--- src/sv/nps_ram.sv ---
module nps_ram #(
  parameter int WIDTH = 48,
  parameter int DEPTH = 64
) (
  input  logic                     clk,
  input  logic                     we,
  input  logic [$clog2(DEPTH)-1:0] waddr,
  input  logic [WIDTH-1:0]         wdata,
  input  logic [$clog2(DEPTH)-1:0] raddr,
  output logic [WIDTH-1:0]         rdata
);

  logic [WIDTH-1:0] mem [DEPTH];
  logic [WIDTH-1:0] rdata_r;

  always_ff @(posedge clk) begin
    if (we) begin
      mem[waddr] <= wdata;
    end
    rdata_r <= mem[raddr];
  end

  assign rdata = rdata_r;

endmodule

--- config.mk ---
export PLATFORM = sky130hd
export DESIGN_NAME = nps_ram
export DESIGN_NICKNAME = d
export VERILOG_FILES = /design/src/sv/nps_ram.sv
export SDC_FILE = /design/constraint.sdc
export NUM_CORES = 2
export LEC_CHECK = 0
export ABC_AREA = 1
export BUFFER_PORTS_ARGS = -buffer_cell sky130_fd_sc_hd__buf_4
export CAP_MARGIN = 10
export CORE_MARGIN = 3
export CORE_UTILIZATION = 50
export DETAILED_ROUTE_END_ITERATION = 7
export HOLD_SLACK_MARGIN = 0.1
export PLACE_DENSITY_LB_ADDON = 0.15
export SLEW_MARGIN = 15
export SYNTH_ARGS = -nofsm -noshare
export SYNTH_HDL_FRONTEND = slang
export SYNTH_SLANG_ARGS = --single-unit
--- constraint.sdc ---
create_clock -name clk -period 16.4 [get_ports clk]
set_input_delay 2.46 -clock clk [delete_from_list [all_inputs] [get_ports clk]]
set_output_delay 2.46 -clock clk [all_outputs]
set_load 0.005 [all_outputs]
# Word level (Yosys, flattened, before mapping)
# Memory sizes are Yosys's and may differ from the RTL's. A register that Yosys moved wholly into a read port is not among the register bits.
# Cells that the tools add are included.
op_classes:
  muxes: 2
ops:
  columns: ["operator", "count"]
  rows:
  - ["two-way mux 1 bit", 2]
word_totals:
  out_inout_bits: 48
  regBits: 0
  ramBits: 3072
  elab_cells: 3
  input_bits: 62
  n_memories: 1
memory_table:
  columns: ["name", "depth", "width", "rd", "rd_clocked_by_memory_dff", "write_ports", "line", "source"]
  rows:
  - ["mem", 64, 48, 1, 1, 1, "13", "logic [WIDTH-1:0] mem [DEPTH];"]

# Depth between registers and ports, before layout
logic_depth:
  depth_word: 2
  ltp_mapped: 13
  mapped_depth_nobuf: 9

# Worst setup path before layout
# Ideal clock, no wire load.
synth_timing:
  path_type: "input -> register"
  start: "in we"
  end: "mem mem[48][0], enable pin"
  path_stages: 3
  n_path_buf: 1
  required_ps: 15826
  arrival_time_ps: 7592
  setup_time_ps: 574
  slack_ps: 8234
  path_cell_list: "clkbuf_1 -> nand4_1 -> nor4_1"
synth_between:
  elab_chain_len: 2
synth_rtl:
  columns: ["element", "line", "source"]
  rows:
  - ["from (decl)", "6", "input logic we,"]
  - ["two-way mux 1 bit", "17", "if (we) begin"]
  - ["two-way mux 1 bit (not written as such)", "18", "mem[waddr] <= wdata;"]
  - ["to (decl)", "13", null]
# No other way between the ends.

==> run_results.csv <==
group,metric,value,unit
sta,finalSetupTns,0,ps
drt,viasPerCell,6.05,
critical_path,worst_setup_path_start_kind,"input pin",
sta,layout_setup_ws,10140,ps
clock_network,cts_setup_buffers,0,
place,dpl_worst_slack,9290,ps
drt,detail-route-antenna-nets,0,
place,hpwlAfterDp,190,mm
clock_network,root_buffer,"clkbuf_16",
worst_hold_path,holdPathStages,8,
clock_network,cts-htree-levels,5,
synthesis,synth_top_area_share,0.742,
critical_path,end_kind,"flip-flop",
global_routing,grt_pass1_vias,76600,
clock_network,cts-resized-gates,0,
finish,final_nets,10100,
sta,rsz0062_at_grt,"no",
power_and_ir_drop,power_switching,3770,µW
floorplan,row_count,182,
power_and_ir_drop,ir_drop,0.000124,V
sta,min_period,6260,ps
synthesis,synthAdderAreaFrac,0,
flow_run,max_cap_viol_count,0,
global_routing,grt_pass1_wl,557,mm
global_routing,antenna_found_initial,34,
finish,area.growth.synth_to_final,10.9,%
synthesis,synth-seq-cells,3120,
synthesis,ys_top_cells_by_area,"edfxtp_1 74%, nand3_1 12%, nand2_1 10%, buf_2 1.5%, dfxtp_1 0.77%",
synthesis,synth-async-reset-ratio,0,
synthesis,synthXorXnorAreaFrac,0,
synthesis,synth-edff-count,3072,
sta,hold_viol,0,
synthesis,syn-cell-area,0.124,mm²
critical_path,crit_type,"input pin to flip-flop",
worst_hold_path,hp-class,"flip-flop to flip-flop",
synthesis,synth_top_family_by_area,"simple AND/OR/NAND/NOR gates",
floorplan,die_w,505,µm
power_and_ir_drop,pwr-share-comb,0.056,
power_and_ir_drop,power_leakage,0.0483,µW
global_routing,grt_max_degree,236,
clock_network,ctsHoldBuffers,0,
sta,setup_viol,0,
floorplan,initial_core_util,0.504,
synthesis,yosysSeqAreaShare,0.750,
global_routing,overflow,0,
drt,drt-total-wl,392,mm
finish,regArea,0.0932,mm²
critical_path,rr_worst_depth,8,
synthesis,yosys.area_share.simple,0.219,
power_and_ir_drop,powerDensity,123,mW/mm²
synthesis,synth_top_cell_by_area,"edfxtp_1",
critical_path,cp.arrival,7160,ps
drt,drc,0,
power_and_ir_drop,sw_frac_of_total,0.222,
synthesis,synth_cell_types,18,
clock_network,clk_latency,960,ps
power_and_ir_drop,seq_power_share,0.522,
sta,clock_skew,68.8,ps
finish,nFillCells,20000,
finish,multi_input_area,0.0277,mm²
sta,drv_slew,0,
clock_network,cts.reportedPaths.clkPinSlew,60,ps
sta,tightestPinTransition,1380,ps
clock_network,cts_tree,"built",
clock_network,cts_max_path_buffers,4,
finish,drive_gt1_frac,0.0773,
critical_path,path_max_fanout,235,
synthesis,syn_inst,10100,
power_and_ir_drop,p_int,13200,µW
drt,via_count,82500,
floorplan,io_pins,110,
synthesis,syn-num-nets,10200,
sta,max_clock_freq,160,MHz
synthesis,synth_common_cells,"3372 x nand2_1, 3072 x edfxtp_1, 2857 x nand3_1",
drt,drt-initial-drc-count,11100,
sta,relSlewSlack,0.0816,
place,gp_congestion,0.801,
synthesis,synth.avg_cell_area,12.3,µm²
clock_network,cts.sinks,3120,
critical_path,rrSetupSlack,14800,ps
drt,avgRoutedWirePerCell,28.7,µm
synthesis,synth_compound_area_frac,0,
synthesis,ys.flop_type,"edfxtp_1",
drt,drtPass1Iterations,6,
sta,min_period_over_period,0.382,
critical_path,worstPathRequired,17300,ps
floorplan,core_area,0.247,mm²
global_routing,track_usage,0.301,
synthesis,synth.most_common_cell,"nand2_1",
synthesis,yosysWarnings,0,
power_and_ir_drop,power_frac_clock,0.422,
clock_network,cts_buffers,334,
status,status,"completed",
place,portBuffers,109,
floorplan,dieArea,0.255,mm²
floorplan,die_h,505,µm
synthesis,synth_mux_area_frac,0,
## registers in the layout, indices dropped and copies added (netlist names)
signal  cells
mem      3072
rdata      48
## critical path: stages
cell     delay (ps)
buf_8           210
inv_16          520
buf_12          560
buf_4           950
buf_4           850
nand2_1         130
nand3_1         120
nand3_1          80
nand3_1         120
nand3_1         140
nand2_1         120
nand2_1          50
nand2_1         100
## power by group through the flow
stage	clock (µW)	sequential, µW	combinational [µW]
detailed placement	0	9040	935
CTS	7260	8870	938
global route	7570	8870	1030
floorplan	0	9010	552
finish	7180	8870	945
global placement	0	9040	923
## layout by cell type, fill, tap and decap left out, drive strengths merged
cell	n
nand2	3372
edfxtp	3072
nand3	2857
clkbuf	415
buf	294
clkinv	136
nor2	56
dfxtp	48
bufinv	22
inv	15
diode	14
nand4	9
nor4	8
clkinvlp	6
## cells by family after synthesis
group / after synthesis
and+or+nand+nor: 6302
DFF: 3120
buffers and inverters: 686
## stage by stage
stage	total power (µW)	std cells	hold slack, ps	util	area (µm²)
global route	17500	13600	863	0.559	138000
detailed placement	9970	13000	775	0.518	128000
CTS	17100	13600	763	0.559	138000
global placement	9960	13000	769	0.517	128000
finish	17000	13600	763	0.559	138000
floorplan	9570	10100	721	-	124000
## per-layer routing
metal | GRT usage | part of all wire | wire, µm | vias up
li1 | - | - | - | 36000
met1 | 0.414 | 0.39 | 152000 | 41000
met2 | 0.471 | 0.46 | 182000 | 4590
met3 | 0.0488 | 0.095 | 37100 | 943
met4 | 0.145 | 0.052 | 20500 | 12
met5 | 0 | 0.00024 | 93 | -
## final timing paths
kind,to,startpoint
max,rdata[24],raddr[0]
min,rdata[29],mem[38][29]
max reg2reg,rdata[0],mem[0][0]
min reg2reg,rdata[29],mem[38][29]
## layout make-up
type | instances | share of cell area
tap | 3312 | 0.0300
multi-input combinational | 6302 | 0.201
clock inverter | 167 | 0.00974
timing repair buffer | 294 | 0.0179
inverter | 12 | 0.000689
sequential | 3120 | 0.676
antenna | 14 | 0.000254
clock buffer | 415 | 0.0644
(Power assumes the default switching activity.)
