File: src/sv/nps_pkg.sv
package nps_pkg;

  localparam int COORD_W    = 16;
  localparam int IDX_W      = 6;
  localparam int DIST_W     = 34;
  localparam int SQ_W       = 32;
  localparam int IN_DATA_W  = 56;
  localparam int OUT_DATA_W = 40;

  localparam logic FUNC_WRITE = 1'b0;
  localparam logic FUNC_QUERY = 1'b1;

  typedef logic signed [COORD_W-1:0] coord_t;
  typedef logic [DIST_W-1:0]         dist_t;

  // packed x in the low bits, as stored in the point table
  typedef struct packed {
    coord_t z;
    coord_t y;
    coord_t x;
  } point_t;

  localparam int POINT_W = $bits(point_t);

  // control that travels down the distance pipeline beside each entry
  typedef struct packed {
    logic valid;
    logic last;
  } tag_t;

endpackage

File: src/sv/nps_dist.sv
module nps_dist (
  input  logic            clk,
  input  logic            rst_n,
  input  nps_pkg::tag_t   tag_in,
  input  nps_pkg::point_t pt,
  input  nps_pkg::point_t query,
  output nps_pkg::tag_t   tag_out,
  output nps_pkg::dist_t  dist_sq
);
  import nps_pkg::*;

  // stage 1: differences, stage 2: squares, stage 3: sum
  logic signed [COORD_W:0] dx_r, dy_r, dz_r;
  logic signed [COORD_W:0] dx_nxt, dy_nxt, dz_nxt;
  logic signed [2*COORD_W+1:0] px, py, pz;
  logic [SQ_W-1:0] sqx_r, sqy_r, sqz_r;
  dist_t sum_r, sum_nxt;
  tag_t  tag1_r, tag2_r, tag3_r;

  assign dx_nxt = $signed({pt.x[COORD_W-1], pt.x}) - $signed({query.x[COORD_W-1], query.x});
  assign dy_nxt = $signed({pt.y[COORD_W-1], pt.y}) - $signed({query.y[COORD_W-1], query.y});
  assign dz_nxt = $signed({pt.z[COORD_W-1], pt.z}) - $signed({query.z[COORD_W-1], query.z});

  assign px = dx_r * dx_r;
  assign py = dy_r * dy_r;
  assign pz = dz_r * dz_r;

  // each square is below 2^32, so the low bits carry it exactly
  assign sum_nxt = {2'b00, sqx_r} + {2'b00, sqy_r} + {2'b00, sqz_r};

  always_ff @(posedge clk) begin
    if (!rst_n) begin
      tag1_r <= '0;
      tag2_r <= '0;
      tag3_r <= '0;
    end else begin
      tag1_r <= tag_in;
      tag2_r <= tag1_r;
      tag3_r <= tag2_r;
    end
    dx_r  <= dx_nxt;
    dy_r  <= dy_nxt;
    dz_r  <= dz_nxt;
    sqx_r <= px[SQ_W-1:0];
    sqy_r <= py[SQ_W-1:0];
    sqz_r <= pz[SQ_W-1:0];
    sum_r <= sum_nxt;
  end

  assign tag_out = tag3_r;
  assign dist_sq = sum_r;

endmodule
File: config.mk
export PLATFORM = sky130hd
export DESIGN_NAME = nps_dist
export DESIGN_NICKNAME = d
export VERILOG_FILES = /design/src/sv/nps_pkg.sv /design/src/sv/nps_dist.sv
export SDC_FILE = /design/constraint.sdc
export NUM_CORES = 2
export LEC_CHECK = 0
export BUFFER_PORTS_ARGS = -buffer_cell sky130_fd_sc_hd__buf_2
export CORE_ASPECT_RATIO = 0.6
export CORE_MARGIN = 4
export CORE_UTILIZATION = 42
export CTS_BUF_LIST = sky130_fd_sc_hd__clkbuf_4 sky130_fd_sc_hd__clkbuf_8 sky130_fd_sc_hd__clkbuf_16
export DETAILED_ROUTE_END_ITERATION = 12
export GPL_TIMING_DRIVEN = 0
export PLACE_DENSITY = 0.54
export SLEW_MARGIN = 10
export SYNTH_ARGS = -nofsm -noshare
export SYNTH_HDL_FRONTEND = slang
export SYNTH_SLANG_ARGS = --single-unit
File: constraint.sdc
create_clock -name clk -period 7 [get_ports clk]
set_input_delay 0.7 -clock clk [delete_from_list [all_inputs] [get_ports clk]]
set_output_delay 0.7 -clock clk [all_outputs]
set_load 0.005 [all_outputs]
# Word-level counts from Yosys, hierarchy flattened
# Index checks and enable logic that the tools add are counted.
totals:
  out_inout_bits: 36
  elab_cells: 21
  mem_count: 0
  in_bits: 100
  mem_bits_ro: 0
  regBits: 187
  ram_bits: 0
  latch_bits: 0
op_classes:
  magnitude_cmp: 0
  div: 0
  n_addsub: 5
  bitwise_logic: 0
  n_shift: 0
  n_eq_ne: 0
  mux: 0
  n_reduce_logical: 0
  multipliers: 3
op_table:
  columns: ["cell", "count"]
  rows:
  - ["17-bit by 17-bit multiplier with 32-bit output", 3]
  - ["16-bit by 16-bit subtractor with 17-bit output", 3]
  - ["33-bit by 32-bit adder with 34-bit output", 1]
  - ["32-bit by 32-bit adder with 33-bit output", 1]

# Longest topological paths before layout
depth:
  depth_word: 2
  ltp_mapped: 25

# Worst setup path before layout
# No wires, ideal clock.
synth_path:
  kind: "register -> register"
  start: "register dz_r[5]"
  end: "register sqz_r[30]"
  required_time_ns: 6.884
  arrival_time_ns: 6.195
  n_path_buf: 2
  setup_ns: 0.116
  synth_period_minus_slack_ns: 6.311
  setup_slack_ns: 0.689
  stages_incl_launch_ff: 25
  cell_sequence: "dfxtp_1 clkbuf_1 clkbuf_1 nand2_1 fa_1 inv_1 fa_1 inv_1 fa_1 inv_1 fa_1 fa_1 inv_1 fa_1 inv_1 ha_1 and2_1 or2_1 a21o_1 a211o_1 a21oi_2 o21ai_2 a41o_1 a2111o_1 o211a_1"
synth_via:
  elab_chain_cells: 1
synth_rtl:
  columns: ["element", "line_no", "text"]
  rows:
  - ["start: declaration", "nps_dist.sv:13", "logic signed [COORD_W:0] dx_r, dy_r, dz_r;"]
  - ["start signal: assignment", "nps_dist.sv:43", "dz_r <= dz_nxt;"]
  - ["17-bit by 17-bit multiplier with 32-bit output", "nps_dist.sv:26", "assign pz = dz_r * dz_r;"]
  - ["net pz[30]", "nps_dist.sv:15", "logic signed [2*COORD_W+1:0] px, py, pz;"]
  - ["end signal: assignment", "nps_dist.sv:46", "sqz_r <= pz[SQ_W-1:0];"]
  - ["end: declaration", "nps_dist.sv:16", "logic [SQ_W-1:0] sqx_r, sqy_r, sqz_r;"]
# The timed path passes the listed nets, and every way through them passes these cells.
# A chain may end at the register's enable or synchronous reset.

# Final worst setup path
layout_path:
  start: "register dz_r[10]"
  end: "register sqz_r[30]"
# The elaborated chain is that of the path after synthesis.

==> metrics.yaml <==
die_area_sq_um: 91000
critPathKind: "reg -> reg"
synth_compound_area_share_pct: 6.65
whs_path_depth: 2
syn_area_per_cell_sq_um: 9.52
final_nets: 5191
start_util_pct: 42.3
antenna_found_initial: 1
netlist_area_sq_um: 36200
fmax_mhz: 146
critPathLaunchType: "flop"
synth_cells: 3800
ys_types: 71
synth_area_leaders: "fa_1, ha_1, inv_1"
synth.most_common_cell: "inv_1"
arrival_ns: 7.26
clk_latency_ns: 0.53
grt_usage_pct: 20.7
r2r-end: "sqz_r[30]"
via_per_inst: 4.70
avgRoutedWirePerCell_microns: 17.2
ys_warn_count: 0
holdWs_ns: 0.390
hold_start: "tag_in[0]"
yosys.area_share.simple_pct: 10.4
rrSetupSlack_ns: 0.16
grt_pass1_vias: 25600
end_kind: "flop"
tightest_slew_ns: 0.875
post-route-drc-count: 0
dp_hpwl_mm: 77.9
cts_tree: "done"
rows: 83
synthArstFlopShare_pct: 0
vias: 24100
cp_max_fo: 10
layout.area.seq_sq_um: 3730
whs_endpoint: "tag1_r[0]"
clk_pin_slew_worst_paths_ns: 0.08
synth_common_cells: "inv_1, fa_1, ha_1"
synthMuxAreaShare_pct: 0.121
synth-xor-area-share_pct: 4.67
clkSinkCount: 184
setup_violations: 0
fin_crit_sh_pct: 97.8
relSlewSlack_pct: 41.5
final_area_sq_um: 39200
yosysSeqAreaShare_pct: 10.2
place_area_sq_um: 38300
final_cells: 5119
routed_wl_mm: 88.1
synthFlopType: "dfxtp_1"
drtPass1Iterations: 5
synth_top_cell_by_area: "fa_1"
status: "finished, final reports clean"
synth_edf_count: 0
min_period_ns: 6.84
slew_violations: 0
core_sq_um: 85500
gp_congestion: 0.877
cts_buffers: 17
multiInputGateArea_sq_um: 28300
areaGrowthSynthToFinish_pct: 8.54
cts_buffer_depth: 2
ant_nets: 0
num_io_pins: 136
ys_ff_latch: 184
r2r-start: "dz_r[10]"
skew_ns: 0.0180
synth_top_family_by_area: "adder cells"
cts_root_buf: "clkbuf_16"
io_buffer_count: 135
synth.top_cell.area_share_pct: 44.5
fillers: 8308
cts_max_level: 4
synthAdderAreaFrac_pct: 55.9
die_y_microns: 235
hold_buffers: 0
die_x_microns: 387
drt-initial-drc-count: 1385
grt_max_degree: 23
reg2reg_depth: 21
worstPathRequired_ns: 7.42
hp-class: "in -> reg"
overflow: 0
max_cap_viol_count: 0
dp.cells: 5084
drive_above_1_share_pct: 7.63
hold_violations: 0
grt_pass1_wl_mm: 146
sequential cells by signal (all words and copies together) (netlist names):
signal / count
dx_r: 17
sqz_r: 31
tag2_r: 2
dist_sq: 34
dy_r: 17
sqx_r: 31
dz_r: 17
sqy_r: 31
tag1_r: 2
tag_out: 2
cell families after synthesis:
group,count (synthesis)
AOI/OAI and AO/OA,355
and+or+nand+nor,774
buffers and inverters,1155
xor gates and xnor gates,193
adders and majority gates,1134
other,1
DFF,184
muxes,4
cell usage in the layout, fill, tap and decap left out, types with 5 or more instances in the layout:
cell type	Yosys	layout
nand2b_1	24	24
a31o_2	8	8
a21oi_1	97	95
inv_1	1086	1086
a211o_1	7	6
buf_2	0	140
o21ai_0	55	55
o21bai_1	17	17
a211oi_1	9	8
nor2b_1	56	56
and3_1	10	10
clkbuf_1	68	12
a41o_1	5	5
clkbuf_16	0	17
a2111oi_0	5	5
dfxtp_1	184	156
a221oi_1	7	7
dfxtp_4	0	6
nand3_1	40	40
buf_4	0	5
xor2_1	41	41
dfxtp_2	0	22
clkbuf_4	0	22
nand4_1	6	6
nor4_1	6	6
and2_1	175	174
fa_1	803	798
clkbuf_2	0	24
o211ai_1	9	9
nand2_1	284	284
xnor2_1	152	149
a21o_1	46	46
nor3_1	40	39
or3_1	10	10
ha_1	331	331
clkinv_8	0	5
a21boi_0	9	9
nor2_1	109	109
o21a_1	26	26
fa_2	0	5
critical path, stage by stage, from the launching register on:
cell and delay, ns:
dfxtp_2 0.47, buf_2 0.34, nand2_1 0.17, fa_1 0.53, fa_1 0.57, fa_1 0.53
inv_1 0.05, fa_1 0.54, fa_1 0.53, inv_1 0.05, fa_1 0.47, inv_1 0.05
ha_1 0.37, and2_1 0.19, or2_1 0.22, a21o_1 0.18, a211o_1 0.31, a21oi_2 0.15
o21ai_2 0.13, a41o_1 0.35, a2111o_1 0.39, o211a_1 0.12
per-layer routing:
metal | track usage (%) | share of wire [%] | vias to the layer above | routed length, microns
li1 | - | - | 11600 | -
met1 | 33.9 | 54 | 11800 | 47800
met2 | 25.5 | 35 | 565 | 31100
met3 | 7.67 | 9.4 | 44 | 8240
met4 | 2.85 | 0.78 | 6 | 688
met5 | 1.51 | 0.25 | - | 222
worst max-delay path by stage:
stage	startpoint	endpoint	slack, ns	cells past startpoint
2_1_floorplan	dz_r[5]	sqz_r[30]	0.69	24
3_3_place_gp	dz_r[2]	sqz_r[31]	-0.76	24
3_5_place_dp	dy_r[2]	sqy_r[31]	-0.68	25
4_1_cts	dz_r[16]	sqz_r[31]	0.0006	23
5_1_grt	dy_r[16]	sqy_r[31]	-0.008	21
6_report	dz_r[10]	sqz_r[30]	0.16	21
cell type report:
| cell class | instances | area share (%) |
|---|---|---|
| multi-input cells | 2463 | 72.1 |
| inverters | 1086 | 10.4 |
| flip-flops and latches | 184 | 9.51 |
| well taps | 1147 | 3.66 |
| repair buffers | 138 | 1.78 |
| clock buffers | 17 | 1.08 |
| plain buffers | 67 | 0.998 |
| clock inverters | 15 | 0.520 |
| diodes | 2 | 0.0128 |
stage by stage:
stage	setup WS, ns	util, %	TNS, ns
6_report	0.157	45.9	0
5_1_grt	-0.00785	45.9	-0.00785
4_1_cts	0.000580	45.7	0
3_5_place_dp	-0.681	44.8	-9.71
3_3_place_gp	-0.761	44.8	-10.62
2_1_floorplan	0.689	-	0
what timing repair did:
action | 4_1_cts | 5_1_grt
resized for setup | 69 | 113
endpoints found under the setup margin | 32 | 20
setup buffers | 2 | 1
pin swaps | 1 | 1
Power is not shown: default switching activity piles up to over one toggle a cycle in this logic, so the estimate is an artifact.
